$ cat src/design/nme_pkg.sv
// Package for the note to MIDI event encoder: event codes, slot layout and duration table.
package nme_pkg;

  // MIDI event bytes and fixed values
  localparam logic [7:0] NOTE_ON_BYTE  = 8'd144;
  localparam logic [7:0] NOTE_OFF_BYTE = 8'd128;
  localparam logic [7:0] OFF_VELOCITY  = 8'd127;
  localparam logic [7:0] DUMMY_NOTE    = 8'd43;
  localparam logic [7:0] ZERO_BYTE     = 8'd0;
  localparam logic [6:0] MAX_NOTE      = 7'd127;
  localparam logic [7:0] CHAR_NEWLINE  = 8'h0A;
  localparam logic [7:0] CHAR_SPACE    = 8'h20;

  // Configuration register indexes and reset values
  localparam int unsigned CFG_IDX_W = 1;
  localparam logic [CFG_IDX_W-1:0] CFG_NOTE_VELOCITY = 1'b0;
  localparam logic [CFG_IDX_W-1:0] CFG_PITCH_OFFSET  = 1'b1;
  localparam logic [6:0] VELOCITY_RESET = 7'd100;
  localparam logic [6:0] OFFSET_RESET   = 7'd45;

  // Most bytes one request can produce
  localparam int unsigned NUM_SLOTS = 9;
  typedef logic [NUM_SLOTS-1:0][7:0] slot_arr_t;
  typedef logic [NUM_SLOTS-1:0]      slot_mask_t;

  // Duration lookup result
  typedef struct packed {
    logic       hit;
    logic [7:0] d1;
    logic [7:0] d2;
  } dur_t;

  // Map the two duration characters to a one- or two-byte delta time
  function automatic dur_t dur_lookup(input logic [7:0] ca, input logic [7:0] cb_raw);
    dur_t       r;
    logic [7:0] cb;
    cb = (cb_raw == CHAR_NEWLINE) ? CHAR_SPACE : cb_raw;
    r  = '{hit: 1'b1, d1: 8'd0, d2: 8'd0};
    case ({ca, cb})
      {" ", " "}: begin r.d1 = 8'd0;   r.d2 = 8'd0;   end
      {"r", "l"}: begin r.d1 = 8'd134; r.d2 = 8'd78;  end
      {"r", "p"}: begin r.d1 = 8'd133; r.d2 = 8'd80;  end
      {"r", "m"}: begin r.d1 = 8'd132; r.d2 = 8'd88;  end
      {"r", " "}: begin r.d1 = 8'd131; r.d2 = 8'd96;  end
      {"b", "l"}: begin r.d1 = 8'd131; r.d2 = 8'd36;  end
      {"b", "p"}: begin r.d1 = 8'd130; r.d2 = 8'd104; end
      {"b", "m"}: begin r.d1 = 8'd130; r.d2 = 8'd44;  end
      {"b", "t"}: begin r.d1 = 8'd129; r.d2 = 8'd32;  end
      {"b", " "}: begin r.d1 = 8'd129; r.d2 = 8'd112; end
      {"n", "l"}: begin r.d1 = 8'd129; r.d2 = 8'd82;  end
      {"n", "p"}: begin r.d1 = 8'd129; r.d2 = 8'd52;  end
      {"n", "m"}: begin r.d1 = 8'd129; r.d2 = 8'd22;  end
      {"n", "t"}: begin r.d1 = 8'd80;  end
      {"n", " "}: begin r.d1 = 8'd120; end
      {"c", "l"}: begin r.d1 = 8'd97;  end
      {"c", "p"}: begin r.d1 = 8'd90;  end
      {"c", "m"}: begin r.d1 = 8'd67;  end
      {"c", "t"}: begin r.d1 = 8'd40;  end
      {"c", " "}: begin r.d1 = 8'd60;  end
      {"s", "p"}: begin r.d1 = 8'd37;  end
      {"s", "t"}: begin r.d1 = 8'd20;  end
      {"s", " "}: begin r.d1 = 8'd30;  end
      {"f", "t"}: begin r.d1 = 8'd10;  end
      {"f", " "}: begin r.d1 = 8'd15;  end
      {"u", " "}: begin r.d1 = 8'd8;   end
      default:    begin r.hit = 1'b0;  end
    endcase
    return r;
  endfunction

endpackage

$ cat src/design/nme_ifs.sv
// Valid/ready channel interfaces for notes, MIDI bytes and configuration writes.
interface nme_note_if;
  logic       valid;
  logic       ready;
  logic [6:0] pitch;
  logic [7:0] dur_code_a;
  logic [7:0] dur_code_b;
  logic       is_last_note;
  modport source (output valid, pitch, dur_code_a, dur_code_b, is_last_note, input ready);
  modport sink   (input valid, pitch, dur_code_a, dur_code_b, is_last_note, output ready);
endinterface

interface nme_midi_if;
  logic       valid;
  logic       ready;
  logic [7:0] out_byte;
  logic       last_of_run;
  logic       bad_code;
  modport source (output valid, out_byte, last_of_run, bad_code, input ready);
  modport sink   (input valid, out_byte, last_of_run, bad_code, output ready);
endinterface

interface nme_cfg_if;
  logic       valid;
  logic       ready;
  logic [0:0] index;
  logic [6:0] data;
  modport source (output valid, index, data, input ready);
  modport sink   (input valid, index, data, output ready);
endinterface

$ cat src/design/note_to_midi_event_encoder.sv
// Note to MIDI track event encoder: decodes one note per request into event bytes.
//
//   channel | dir | payload
//   note    | in  | pitch, dur_code_a, dur_code_b, is_last_note
//   midi    | out | out_byte, last_of_run, bad_code
//   cfg     | in  | index (0 velocity, 1 pitch offset), data
//
// A note request is decoded in the cycle it is accepted into a pending burst of
// up to nine byte slots; the output stage sends one byte per cycle while midi is
// ready, so a note yields 7 to 9 bytes, a rest 1, 2, 8 or 9, an unknown code 1 and a
// trailing rest none, and the byte rate of the midi port sets the pace. The next burst
// moves to the output stage as the last byte leaves, with no gap. Reset (rst,
// synchronous) clears the rest flag, both bursts and the registers to velocity
// 100 and offset 45. Stalls on midi hold the bytes.
module note_to_midi_event_encoder
  import nme_pkg::*;
(
  input  logic clk,
  input  logic rst,
  nme_note_if.sink   note,
  nme_midi_if.source midi,
  nme_cfg_if.sink    cfg
);

  logic [6:0] note_velocity;
  logic [6:0] pitch_offset;
  logic       previous_was_rest;
  logic       previous_was_rest_next;

  slot_arr_t  pend_slots;
  slot_mask_t pend_mask;
  logic       pend_bad;
  slot_arr_t  cur_slots;
  slot_mask_t cur_rem;
  logic       cur_bad;

  slot_arr_t  dec_slots;
  slot_mask_t dec_mask;
  logic       dec_bad;
  dur_t       dur;
  logic [7:0] note_sum;
  logic [7:0] note_num;
  logic       pend_valid;
  logic       cur_valid;
  logic       cur_last;
  logic       cur_done;
  logic       load;
  logic       accept;
  slot_mask_t cur_first;
  logic [7:0] cur_byte;

  // Configuration writes
  assign cfg.ready = 1'b1;
  always_ff @(posedge clk) begin
    if (rst) begin
      note_velocity <= VELOCITY_RESET;
      pitch_offset  <= OFFSET_RESET;
    end else if (cfg.valid) begin
      unique case (cfg.index)
        CFG_NOTE_VELOCITY: note_velocity <= cfg.data;
        CFG_PITCH_OFFSET:  pitch_offset  <= cfg.data;
        default:           ;
      endcase
    end
  end

  // Decode the incoming note into byte slots and an enable mask
  always_comb begin
    dur      = dur_lookup(note.dur_code_a, note.dur_code_b);
    note_sum = {1'b0, note.pitch} + {1'b0, pitch_offset};
    note_num = (note_sum > {1'b0, MAX_NOTE}) ? {1'b0, MAX_NOTE} : note_sum;
    dec_slots = '0;
    dec_mask  = '0;
    dec_bad   = 1'b0;
    previous_was_rest_next = previous_was_rest;
    priority if (note.pitch == 7'd0 && note.is_last_note) begin
      // trailing rest: no bytes
      previous_was_rest_next = 1'b0;
    end else if (!dur.hit) begin
      dec_slots[0] = ZERO_BYTE;
      dec_mask     = slot_mask_t'(1);
      dec_bad      = 1'b1;
    end else if (note.pitch == 7'd0) begin
      // rest: dummy note when the previous item was a rest, then the delta
      dec_slots = {dur.d2, dur.d1, OFF_VELOCITY, DUMMY_NOTE, NOTE_OFF_BYTE,
                   ZERO_BYTE, ZERO_BYTE, DUMMY_NOTE, NOTE_ON_BYTE};
      dec_mask  = {dur.d2 != 8'd0, 1'b1, {7{previous_was_rest}}};
      previous_was_rest_next = 1'b1;
    end else begin
      dec_slots = {OFF_VELOCITY, note_num, NOTE_OFF_BYTE, dur.d2, dur.d1,
                   {1'b0, note_velocity}, note_num, NOTE_ON_BYTE, ZERO_BYTE};
      dec_mask  = {3'b111, dur.d2 != 8'd0, 4'b1111, !previous_was_rest};
      previous_was_rest_next = 1'b0;
    end
  end

  // Output stage: lowest remaining slot goes out
  assign cur_valid = cur_rem != '0;
  assign cur_first = cur_rem & (~cur_rem + slot_mask_t'(1));
  assign cur_last  = (cur_rem & (cur_rem - slot_mask_t'(1))) == '0;
  always_comb begin
    cur_byte = '0;
    for (int i = 0; i < NUM_SLOTS; i++) begin
      cur_byte = cur_byte | (cur_slots[i] & {8{cur_first[i]}});
    end
  end
  assign midi.valid       = cur_valid;
  assign midi.out_byte    = cur_byte;
  assign midi.last_of_run = cur_last;
  assign midi.bad_code    = cur_bad;

  // Handshake between input, pending burst and output stage
  assign pend_valid = pend_mask != '0;
  assign cur_done   = cur_valid && midi.ready && cur_last;
  assign load       = pend_valid && (!cur_valid || cur_done);
  assign note.ready = !pend_valid || load;
  assign accept     = note.valid && note.ready;

  // Hold the rest flag and the pending burst
  always_ff @(posedge clk) begin
    if (rst) begin
      previous_was_rest <= 1'b0;
      pend_mask         <= '0;
    end else begin
      if (accept) begin
        previous_was_rest <= previous_was_rest_next;
        pend_mask         <= dec_mask;
      end else if (load) begin
        pend_mask <= '0;
      end
    end
  end

  always_ff @(posedge clk) begin
    if (accept) begin
      pend_slots <= dec_slots;
      pend_bad   <= dec_bad;
    end
  end

  // Advance the output stage: drop the sent slot or load the next burst
  always_ff @(posedge clk) begin
    if (rst) begin
      cur_rem <= '0;
    end else if (load) begin
      cur_rem <= pend_mask;
    end else if (cur_valid && midi.ready) begin
      cur_rem <= cur_rem & ~cur_first;
    end
  end

  always_ff @(posedge clk) begin
    if (load) begin
      cur_slots <= pend_slots;
      cur_bad   <= pend_bad;
    end
  end

  // Checks
  a_bad_single: assert property (@(posedge clk) disable iff (rst)
    midi.valid && midi.bad_code |-> midi.last_of_run)
    else $error("bad code byte not last of run");

  a_run_continues: assert property (@(posedge clk) disable iff (rst)
    midi.valid && midi.ready && !midi.last_of_run |=> midi.valid)
    else $error("burst broke off before its last byte");

  a_stall_holds: assert property (@(posedge clk) disable iff (rst)
    cur_valid && !midi.ready |=> $stable(cur_rem) && $stable(cur_slots))
    else $error("output burst changed under stall");

  a_note_clears_rest: assert property (@(posedge clk) disable iff (rst)
    accept && note.pitch != 7'd0 && dur.hit |=> !previous_was_rest)
    else $error("rest flag set after a note");

  a_no_overwrite: assert property (@(posedge clk) disable iff (rst)
    pend_valid && !load |=> $stable(pend_mask))
    else $error("pending burst overwritten");

endmodule

$ cat src/flat_wrapper.sv
// flat-port wrapper written by rule: the top's interface ports become plain ports
module note_to_midi_event_encoder_flat import nme_pkg::*;
  (clk, rst, note_valid, note_pitch, note_dur_code_a, note_dur_code_b, note_is_last_note, note_ready, midi_valid, midi_out_byte, midi_last_of_run, midi_bad_code, midi_ready, cfg_valid, cfg_index, cfg_data, cfg_ready);
  nme_note_if note_i ();
  nme_midi_if midi_i ();
  nme_cfg_if cfg_i ();
  input  logic clk;
  input  logic rst;
  input wire logic [$bits(note_i.valid)-1:0] note_valid;
  input wire logic [$bits(note_i.pitch)-1:0] note_pitch;
  input wire logic [$bits(note_i.dur_code_a)-1:0] note_dur_code_a;
  input wire logic [$bits(note_i.dur_code_b)-1:0] note_dur_code_b;
  input wire logic [$bits(note_i.is_last_note)-1:0] note_is_last_note;
  output wire logic [$bits(note_i.ready)-1:0] note_ready;
  output wire logic [$bits(midi_i.valid)-1:0] midi_valid;
  output wire logic [$bits(midi_i.out_byte)-1:0] midi_out_byte;
  output wire logic [$bits(midi_i.last_of_run)-1:0] midi_last_of_run;
  output wire logic [$bits(midi_i.bad_code)-1:0] midi_bad_code;
  input wire logic [$bits(midi_i.ready)-1:0] midi_ready;
  input wire logic [$bits(cfg_i.valid)-1:0] cfg_valid;
  input wire logic [$bits(cfg_i.index)-1:0] cfg_index;
  input wire logic [$bits(cfg_i.data)-1:0] cfg_data;
  output wire logic [$bits(cfg_i.ready)-1:0] cfg_ready;
  assign note_i.valid = note_valid;
  assign note_i.pitch = note_pitch;
  assign note_i.dur_code_a = note_dur_code_a;
  assign note_i.dur_code_b = note_dur_code_b;
  assign note_i.is_last_note = note_is_last_note;
  assign note_ready = note_i.ready;
  assign midi_valid = midi_i.valid;
  assign midi_out_byte = midi_i.out_byte;
  assign midi_last_of_run = midi_i.last_of_run;
  assign midi_bad_code = midi_i.bad_code;
  assign midi_i.ready = midi_ready;
  assign cfg_i.valid = cfg_valid;
  assign cfg_i.index = cfg_index;
  assign cfg_i.data = cfg_data;
  assign cfg_ready = cfg_i.ready;
  note_to_midi_event_encoder u_core (.clk(clk), .rst(rst), .note(note_i), .midi(midi_i), .cfg(cfg_i));
endmodule
$ cat config.mk
export PLATFORM = sky130hd
export DESIGN_NAME = note_to_midi_event_encoder_flat
export DESIGN_NICKNAME = d
export VERILOG_FILES = /design/src/design/nme_pkg.sv /design/src/design/nme_ifs.sv /design/src/design/note_to_midi_event_encoder.sv /design/src/flat_wrapper.sv
export SDC_FILE = /design/constraint.sdc
export NUM_CORES = 1
export LEC_CHECK = 0
export ABC_AREA = 1
export ABC_CLOCK_PERIOD_IN_PS = 3200
export BUFFER_PORTS_ARGS = -buffer_cell sky130_fd_sc_hd__buf_4
export CAP_MARGIN = 30
export CORE_ASPECT_RATIO = 1.25
export CORE_MARGIN = 2
export CORE_UTILIZATION = 59
export DETAILED_ROUTE_END_ITERATION = 10
export GPL_ROUTABILITY_DRIVEN = 0
export PLACE_DENSITY = 0.81
export SETUP_SLACK_MARGIN = 0.05
export SKIP_CTS_REPAIR_TIMING = 1
export SYNTH_ARGS = -nofsm -noshare
export SYNTH_HDL_FRONTEND = slang
export SYNTH_SLANG_ARGS = --single-unit
$ cat constraint.sdc
create_clock -name clk -period 3.2 [get_ports clk]
set_input_delay 0.32 -clock clk [delete_from_list [all_inputs] [get_ports clk]]
set_output_delay 0.32 -clock clk [all_outputs]
set_load 0.01 [all_outputs]
==> results.rst, run 1 <==
.. list-table::
   :header-rows: 1

   * - Metric
     - Value
   * - Run status
     - completed
   * - FF-to-FF setup slack
     - approximately 0.69 ns
   * - Data arrival time of the worst path
     - around 2.4 ns
   * - Hold Crit Start
     - cfg_data[5]
   * - Path type of the worst setup path
     - register to output port
   * - H-tree Lvls
     - 4
   * - Total clock buffers created by CTS
     - 17
   * - Share of total power in sequential cells
     - 42.3%
   * - Number of warning messages in the yosys log
     - 0
   * - Count of endpoints failing hold in the final timing report
     - 0
   * - Maximum clock rate
     - about 370 MHz
   * - Vias post-DR
     - 4,451
   * - Clk root buf
     - sky130_fd_sc_hd__clkbuf_16
   * - Grt total ovfl
     - 0
   * - Part of the total power dissipated in the clock network
     - between 30% and 40%
   * - Final Worst Setup Slack
     - roughly 0.48 ns
   * - Antenna Nets Post-Route
     - 0
   * - Reg clk slew, reported paths
     - roughly 0.06 ns
   * - Global-route usage over all layers
     - between 20 and 25%
   * - Minimum hold slack
     - about 0.12 ns
   * - Share of the cycle needed by the critical path after routing
     - a little under nine tenths
   * - Residual DRC count
     - 0
   * - DR WL/cell
     - about 15 um
   * - Number of cells on the worst reg-to-reg path
     - 11
   * - Reported max-cap violation count
     - 0
   * - Clock latency reported for the late side of the worst-skew pair
     - 0.41 ns
   * - Worst-case vdd ir drop
     - between 0.0004 and 0.0005 V
   * - Sw Ratio
     - a little over 30%
   * - Core Box Area
     - 0.00951 mm2
   * - Unique masters post-synth
     - 43
   * - Net count reported at finish
     - between 700 and 800
   * - Num ports
     - 50
   * - Power density over the cells
     - 752 mW/mm2
   * - Count of flip-flops with a built-in enable after synthesis
     - 92
   * - Critical path peak fanout
     - 7
   * - Post-Syn Instances
     - roughly 600
   * - Starting density of the core
     - between 60% and 70%
   * - Final setup violation count
     - 0
   * - Gate power share
     - roughly 23%
   * - Register bit total from synthesis
     - 121
   * - Mapped cell area
     - between 0.005 and 0.006 mm2
   * - Number of standard-cell rows in the floorplan
     - 40
   * - Mean post-synth cell area
     - around 9.5 um2
   * - Share of final-layout standard cells stronger than drive strength 1
     - approximately 18%
   * - Diode insertion count for antenna repair
     - 0
   * - Fill cells
     - about 700
   * - Headroom to the max-slew limit
     - 45.3%
   * - Number of cells on the worst hold path
     - 3
   * - Unrepaired setup endpoints after global routing
     - false
   * - Startpoint of the worst-slack reg-to-reg timing path
     - u_core.pitch_offset[2]
   * - Final number of max-transition violations
     - 0
   * - Share of async-settable or async-resettable flops after synthesis
     - 0%
   * - Tmin final
     - approximately 2.7 ns
   * - Worst-Margin Slew
     - just over 0.8 ns
   * - Via count of the first global-routing pass
     - around 4,300
   * - Post-placement worst setup slack
     - ~0.53 ns
   * - Die width
     - a little over 90 um
   * - Layout overhead on the synthesized area
     - 18.7%
   * - R2r endpoint
     - u_core.pend_slots[61]
   * - PnR Total Power
     - between 5 and 6 mW
   * - P_sw
     - about 1.6 mW
   * - Total clock sinks
     - 121
   * - End-of-flow core utilization
     - a little over 70%
   * - Die Area
     - ~0.011 mm2
   * - Internal power component
     - between 3 and 4 mW
   * - Total wire length
     - ~12,000 um
   * - Maximum count of clock buffers along a single path
     - 2
   * - Antenna violations before repair
     - 0
   * - Sequential-to-total area share from yosys stat
     - between 50 and 60%
   * - Final-layout setup total negative slack
     - 0 ns
   * - Final worst clock skew
     - 0.0110 ns
   * - Crit. End Element
     - output port
   * - Post-synth top flop
     - sky130_fd_sc_hd__edfxtp_1
   * - Worst Hold Path EP
     - u_core.pitch_offset[5]
   * - Die span in y
     - between 100 and 150 um
   * - Post-detail-place hpwl
     - 9060 um
   * - Largest net degree at the start of global routing
     - slightly below 50
   * - Vias per cell
     - approximately 5.5
   * - Kind of path behind the tightest hold check
     - input port to register
   * - Launching element type of the critical path
     - register
   * - First-pass GRT wire length
     - 20,000 um
   * - CTS tree
     - yes
   * - Input/output buffers
     - 48
   * - Detailed-routing iteration count for the pre-antenna-repair pass
     - 6
   * - Leak
     - about 3.0 nW
   * - Post-Syn Nets
     - approximately 650
   * - DRC marker count from the first detailed-route iteration
     - around 340
   * - Data required time of the worst path
     - between 2 and 3 ns
==> per-layer routing <==
layer  track usage, %  part of all wire (%)  vias up
li1                 -                     -     2195
met1             28.6                    39     2019
met2             43.5                    51      202
met3             6.71                   6.2       35
met4             11.8                   3.9        0
met5                0                     0        -
==> state kept, by name, indices dropped and copies added, names as in the netlist <==
signal / flops
u_core.cur_rem: 9
u_core.cur_slots: 45
u_core.midi.bad_code: 1
u_core.previous_was_rest: 1
u_core.note_velocity: 7
u_core.pend_bad: 1
u_core.pend_mask: 5
u_core.pend_slots: 45
u_core.pitch_offset: 7
==> stage by stage <==
stage | std cells | cell area, um2
after floorplan | 603 | 5730
after global placement | 772 | 6230
after detailed placement | 772 | 6230
after CTS | 804 | 6800
after global routing | 804 | 6800
final | 804 | 6800
==> synth_stat cells, types with 2 or more instances <==
cell,instances,area [um2]
sky130_fd_sc_hd__a221o_1,2,20.0
sky130_fd_sc_hd__a22o_1,2,17.5
sky130_fd_sc_hd__nor2_2,23,144
sky130_fd_sc_hd__o22ai_1,4,25.0
sky130_fd_sc_hd__nand2_2,2,12.5
sky130_fd_sc_hd__buf_6,3,33.8
sky130_fd_sc_hd__a21oi_1,35,175
sky130_fd_sc_hd__inv_2,4,15.0
sky130_fd_sc_hd__nor4_1,5,31.3
sky130_fd_sc_hd__nor2_4,2,22.5
sky130_fd_sc_hd__nand2_4,2,22.5
sky130_fd_sc_hd__xnor2_1,3,26.3
sky130_fd_sc_hd__dfxtp_1,29,581
sky130_fd_sc_hd__ha_1,8,100
sky130_fd_sc_hd__o211ai_1,3,22.5
sky130_fd_sc_hd__inv_1,69,259
sky130_fd_sc_hd__nand4_1,12,75.1
sky130_fd_sc_hd__edfxtp_1,92,2760
sky130_fd_sc_hd__nor3b_1,2,15.0
sky130_fd_sc_hd__a31oi_1,2,12.5
sky130_fd_sc_hd__nand3_1,36,180
sky130_fd_sc_hd__nor3_1,10,50.1
sky130_fd_sc_hd__nand3_2,5,50.1
sky130_fd_sc_hd__nand2_1,142,533
sky130_fd_sc_hd__a221oi_1,8,70.1
sky130_fd_sc_hd__and2_1,2,12.5
sky130_fd_sc_hd__o21ai_0,21,105
sky130_fd_sc_hd__nor2_1,55,206
sky130_fd_sc_hd__a2111oi_0,2,17.5
sky130_fd_sc_hd__nand3b_1,2,15.0
sky130_fd_sc_hd__conb_1,2,7.51
sky130_fd_sc_hd__clkbuf_1,3,11.3
==> logic make-up (layout without fill, tap and decap cells) <==
logic type / Yosys count / in the layout / share of synthesized area, %
DFF: 121 / 121 / 58.4
xor gates and xnor gates: 4 / 4 / 0.612
AOI/OAI and AO/OA: 84 / 84 / 8.80
adders and majority gates: 9 / 9 / 2.10
other: 2 / 2 / 0.131
buffers and inverters: 80 / 155 / 5.70
and+or+nand+nor: 303 / 303 / 24.3
==> how the worst max path moves through the flow <==
| stage | start | to | depth (start not counted) |
|---|---|---|---|
| global route | u_core.cur_rem[0] | midi_out_byte[1] | 10 |
| CTS | u_core.cur_rem[0] | midi_out_byte[1] | 10 |
| floorplan | u_core.cur_rem[0] | u_core.cur_rem[1] | 15 |
| finish | u_core.cur_rem[0] | midi_out_byte[1] | 10 |
| detailed placement | note_dur_code_b[0] | u_core.pend_slots[60] | 18 |
| global placement | note_dur_code_b[0] | u_core.pend_slots[58] | 18 |
==> cells in the final DEF (no fill, tap or decap), types with 4 or more instances in the layout <==
master / count
sky130_fd_sc_hd__nand2_1: 142
sky130_fd_sc_hd__edfxtp_1: 92
sky130_fd_sc_hd__inv_1: 69
sky130_fd_sc_hd__nor2_1: 55
sky130_fd_sc_hd__buf_4: 48
sky130_fd_sc_hd__nand3_1: 36
sky130_fd_sc_hd__a21oi_1: 35
sky130_fd_sc_hd__dfxtp_1: 29
sky130_fd_sc_hd__nor2_2: 23
sky130_fd_sc_hd__o21ai_0: 21
sky130_fd_sc_hd__clkbuf_16: 17
sky130_fd_sc_hd__nand4_1: 12
sky130_fd_sc_hd__nor3_1: 10
sky130_fd_sc_hd__a221oi_1: 8
sky130_fd_sc_hd__ha_1: 8
sky130_fd_sc_hd__nor4_1: 5
sky130_fd_sc_hd__nand3_2: 5
sky130_fd_sc_hd__o22ai_1: 4
sky130_fd_sc_hd__inv_2: 4
sky130_fd_sc_hd__inv_6: 4
sky130_fd_sc_hd__clkinv_4: 4
==> power by group through the flow <==
stage               registers (mW)  logic (mW)  clock network (mW)
floorplan                     2.15       0.707                   0
global placement              2.18        1.11                   0
detailed placement            2.19        1.15                   0
CTS                           2.16        1.16                1.81
global route                  2.19        1.27                1.88
finish                        2.16        1.16                1.79
==> worst max-delay path, cell delays in order, from the launching register on <==
cell and delay, ns:
sky130_fd_sc_hd__dfxtp_1 0.34, sky130_fd_sc_hd__nor2_2 0.18, sky130_fd_sc_hd__nand3_1 0.15, sky130_fd_sc_hd__nor2_1 0.22, sky130_fd_sc_hd__inv_1 0.08, sky130_fd_sc_hd__nor2_1 0.45
sky130_fd_sc_hd__nand2_1 0.11, sky130_fd_sc_hd__nand2_1 0.18, sky130_fd_sc_hd__a221oi_1 0.07, sky130_fd_sc_hd__nand2_1 0.10, sky130_fd_sc_hd__buf_4 0.12
==> final cells by class <==
type                            instances  area (um2)  area share (%)
Multi-Input combinational cell        402        2060            30.3
Tap cell                              126         158            2.32
Clock buffer                           18         429            6.31
Timing Repair Buffer                   50         400            5.89
Clock inverter                         14         139            2.04
Inverter                               73         274            4.03
Sequential cell                       121        3340            49.1
(Power assumes the default switching activity.)
==> inputs of run 2 (changes only) <==
--- a/config.mk
+++ b/config.mk
@@ -14,6 +14,7 @@
 export CORE_UTILIZATION = 59
 export DETAILED_ROUTE_END_ITERATION = 10
 export GPL_ROUTABILITY_DRIVEN = 0
+export HOLD_SLACK_MARGIN = 0.15
 export PLACE_DENSITY = 0.81
 export SETUP_SLACK_MARGIN = 0.05
 export SKIP_CTS_REPAIR_TIMING = 1
==> run 2 against run 1 <==
Flip-flop and latch count stayed put. Via count is 0.47% higher. Worst hold slack better by 0.059 ns. Setup slack better by 0.0010 ns. Register-to-register slack better by 0.02 ns. Power is 0.13% higher.
==> results.rst, run 2 (same netlist as run 1, synthesis figures left out) <==
.. list-table::
   :header-rows: 1

   * - Metric
     - Value
   * - Via count of the first global-routing pass
     - between 4,000 and 5,000
   * - Number of standard-cell rows in the floorplan
     - 40
   * - Die Area
     - 0.0105 mm2
   * - Reported max-cap violation count
     - 0
   * - Critical path endpoint
     - midi_out_byte[1]
   * - Fill cells
     - approximately 700
   * - Layout overhead on the synthesized area
     - 19.4%
   * - Share of final-layout standard cells stronger than drive strength 1
     - between 10% and 20%
   * - Path type of the worst setup path
     - register to output port
   * - Clock latency reported for the late side of the worst-skew pair
     - 0.41 ns
   * - R2r endpoint
     - u_core.pend_slots[61]
   * - Crit. End Element
     - output port
   * - Most common cell after layout, fill and taps aside
     - sky130_fd_sc_hd__nand2_1
   * - Share of the cycle needed by the critical path after routing
     - a little under nine tenths
   * - Die width
     - around 92 um
   * - CP most frequent cell
     - sky130_fd_sc_hd__nand2_1
   * - Slowest cell on crit path
     - sky130_fd_sc_hd__nor2_1
   * - Antenna Nets Post-Route
     - 0
   * - Global-route usage over all layers
     - between 20% and 30%
   * - Antenna violations before repair
     - 0
   * - Cell area after layout
     - between 0.006 and 0.007 mm2
   * - Largest stage delay on the critical path
     - 0.45 ns
   * - DR WL/cell
     - between 15 and 20 um
   * - Final setup violation count
     - 0
   * - Worst-case vdd ir drop
     - between 0.0004 and 0.0005 V
   * - Maximum count of clock buffers along a single path
     - 2
   * - Unrepaired setup endpoints after global routing
     - false
   * - Tmin final
     - approximately 2.7 ns
   * - H-tree Lvls
     - 4
   * - Grt total ovfl
     - 0
   * - Diode insertion count for antenna repair
     - 0
   * - Critical path peak fanout
     - 7
   * - Largest net degree at the start of global routing
     - 49
   * - FF-to-FF setup slack
     - between 0.7 and 0.8 ns
   * - Vias post-DR
     - approximately 4,500
   * - Detailed-routing iteration count for the pre-antenna-repair pass
     - 5
   * - Chain of cells forming the critical path
     - nor2_2 > nand3_1 > nor2_1 > inv_1 > nor2_1 > nand2_1 > nand2_1 > a221oi_1 > nand2_1 > buf_4
   * - Die span in y
     - about 110 um
   * - Commonest cells after routing, fill and taps aside
     - 142 x sky130_fd_sc_hd__nand2_1, 92 x sky130_fd_sc_hd__edfxtp_1, 69 x sky130_fd_sc_hd__inv_1, 55 x sky130_fd_sc_hd__nor2_1, 48 x sky130_fd_sc_hd__buf_4
   * - Vias per cell
     - between 5 and 6
   * - Critical path buffers and inverters
     - 2
   * - Final number of max-transition violations
     - 0
   * - Headroom to the max-slew limit
     - a little over two fifths
   * - Final worst clock skew
     - about 0.011 ns
   * - CTS tree
     - yes
   * - First-pass GRT wire length
     - 20,000 um
   * - Post-detail-place hpwl
     - roughly 9100 um
   * - Input/output buffers
     - 48
   * - Residual DRC count
     - 0
   * - Crit. path cell count
     - 10
   * - Total clock sinks
     - around 120
   * - Cells after DPL
     - approximately 770
   * - Worst-Margin Slew
     - 0.854 ns
   * - Run status
     - completed
   * - Data required time of the worst path
     - around 2.9 ns
   * - Number of cells on the worst reg-to-reg path
     - 11
   * - Placement-stage cell area
     - approximately 0.0062 mm2
   * - Launching element type of the critical path
     - register
   * - Non-filler cells in the finished layout
     - a little over 800
   * - Cell class contributing the biggest share of worst-path delay
     - simple AND/OR/NAND/NOR gates
   * - Data arrival time of the worst path
     - 2.40 ns
   * - Count of endpoints failing hold in the final timing report
     - 0
   * - DRC marker count from the first detailed-route iteration
     - between 300 and 400
   * - Hold Crit Start
     - rst
   * - Total clock buffers created by CTS
     - 17
   * - Maximum clock rate
     - about 370 MHz
   * - Clk root buf
     - sky130_fd_sc_hd__clkbuf_16
   * - Startpoint of the worst-slack reg-to-reg timing path
     - u_core.pitch_offset[2]
   * - Total wire length
     - about 13,000 um
   * - Starting density of the core
     - roughly 60%
   * - Core Box Area
     - between 0.009 and 0.01 mm2
   * - CP startpoint
     - u_core.cur_rem[0]
   * - Kind of path behind the tightest hold check
     - input port to register
   * - Power density over the cells
     - about 750 mW/mm2
   * - Reg clk slew, reported paths
     - ~0.060 ns
   * - Final-layout setup total negative slack
     - 0 ns
   * - Leak
     - slightly below 3 nW
   * - Largest registers in the final layout
     - u_core.cur_slots (45), u_core.pend_slots (45), u_core.cur_rem (9)
   * - Num ports
     - 50
   * - Net count reported at finish
     - around 720
-- run 2: power breakdown --
part / switching, mW / total, mW / internal (mW)
Clock: 0.709 / 1.79 / 1.08
Sequential: 0.114 / 2.16 / 2.05
Combinational: 0.735 / 1.17 / 0.432
-- run 2: cell type report --
cell class,instances,area [um2],area share [%]
Clock inverter,14,139,2.03
Multi-Input combinational cell,402,2060,30.1
Clock buffer,18,429,6.27
Timing Repair Buffer,54,440,6.44
Sequential cell,121,3340,48.9
Inverter,73,274,4.00
Tap cell,126,158,2.30
-- run 2: worst reg2reg max path, delay by kind of cell (launching register included) --
kind,cells,cell delay [ns]
compound gates,6,1.21
fa+ha+maj,1,0.33
buf+inv,1,0.13
flops,1,0.31
simple gates,3,0.23
-- run 2: worst min path at each step --
stage	cells after the start	end
final	2	u_core.pend_mask[7]
after global routing	2	u_core.pend_mask[8]
after CTS	3	u_core.pitch_offset[5]
after detailed placement	0	u_core.cur_slots[27]
after global placement	0	u_core.cur_slots[43]
after floorplan	0	u_core.cur_slots[16]
-- run 2: metal layers --
layer	track usage [%]	vias to the layer above	wire, um	share of wire [%]
met5	0	-	0	0
li1	-	2202	-	-
met2	43.5	214	6410	51
met4	11.8	0	423	3.4
met3	6.71	30	779	6.2
met1	28.6	2026	4900	39
-- run 2: stage by stage --
stage               setup WS, ns  util, %  power [mW]  hold WS [ns]
finish                     0.477     72.0        5.12         0.180
global route               0.266     72.0        5.34         0.174
CTS                        0.502     71.5        5.12         0.111
detailed placement         0.528     65.6        3.34         0.405
global placement           0.691     65.6        3.29         0.403
floorplan                  0.478        -        2.86         0.400
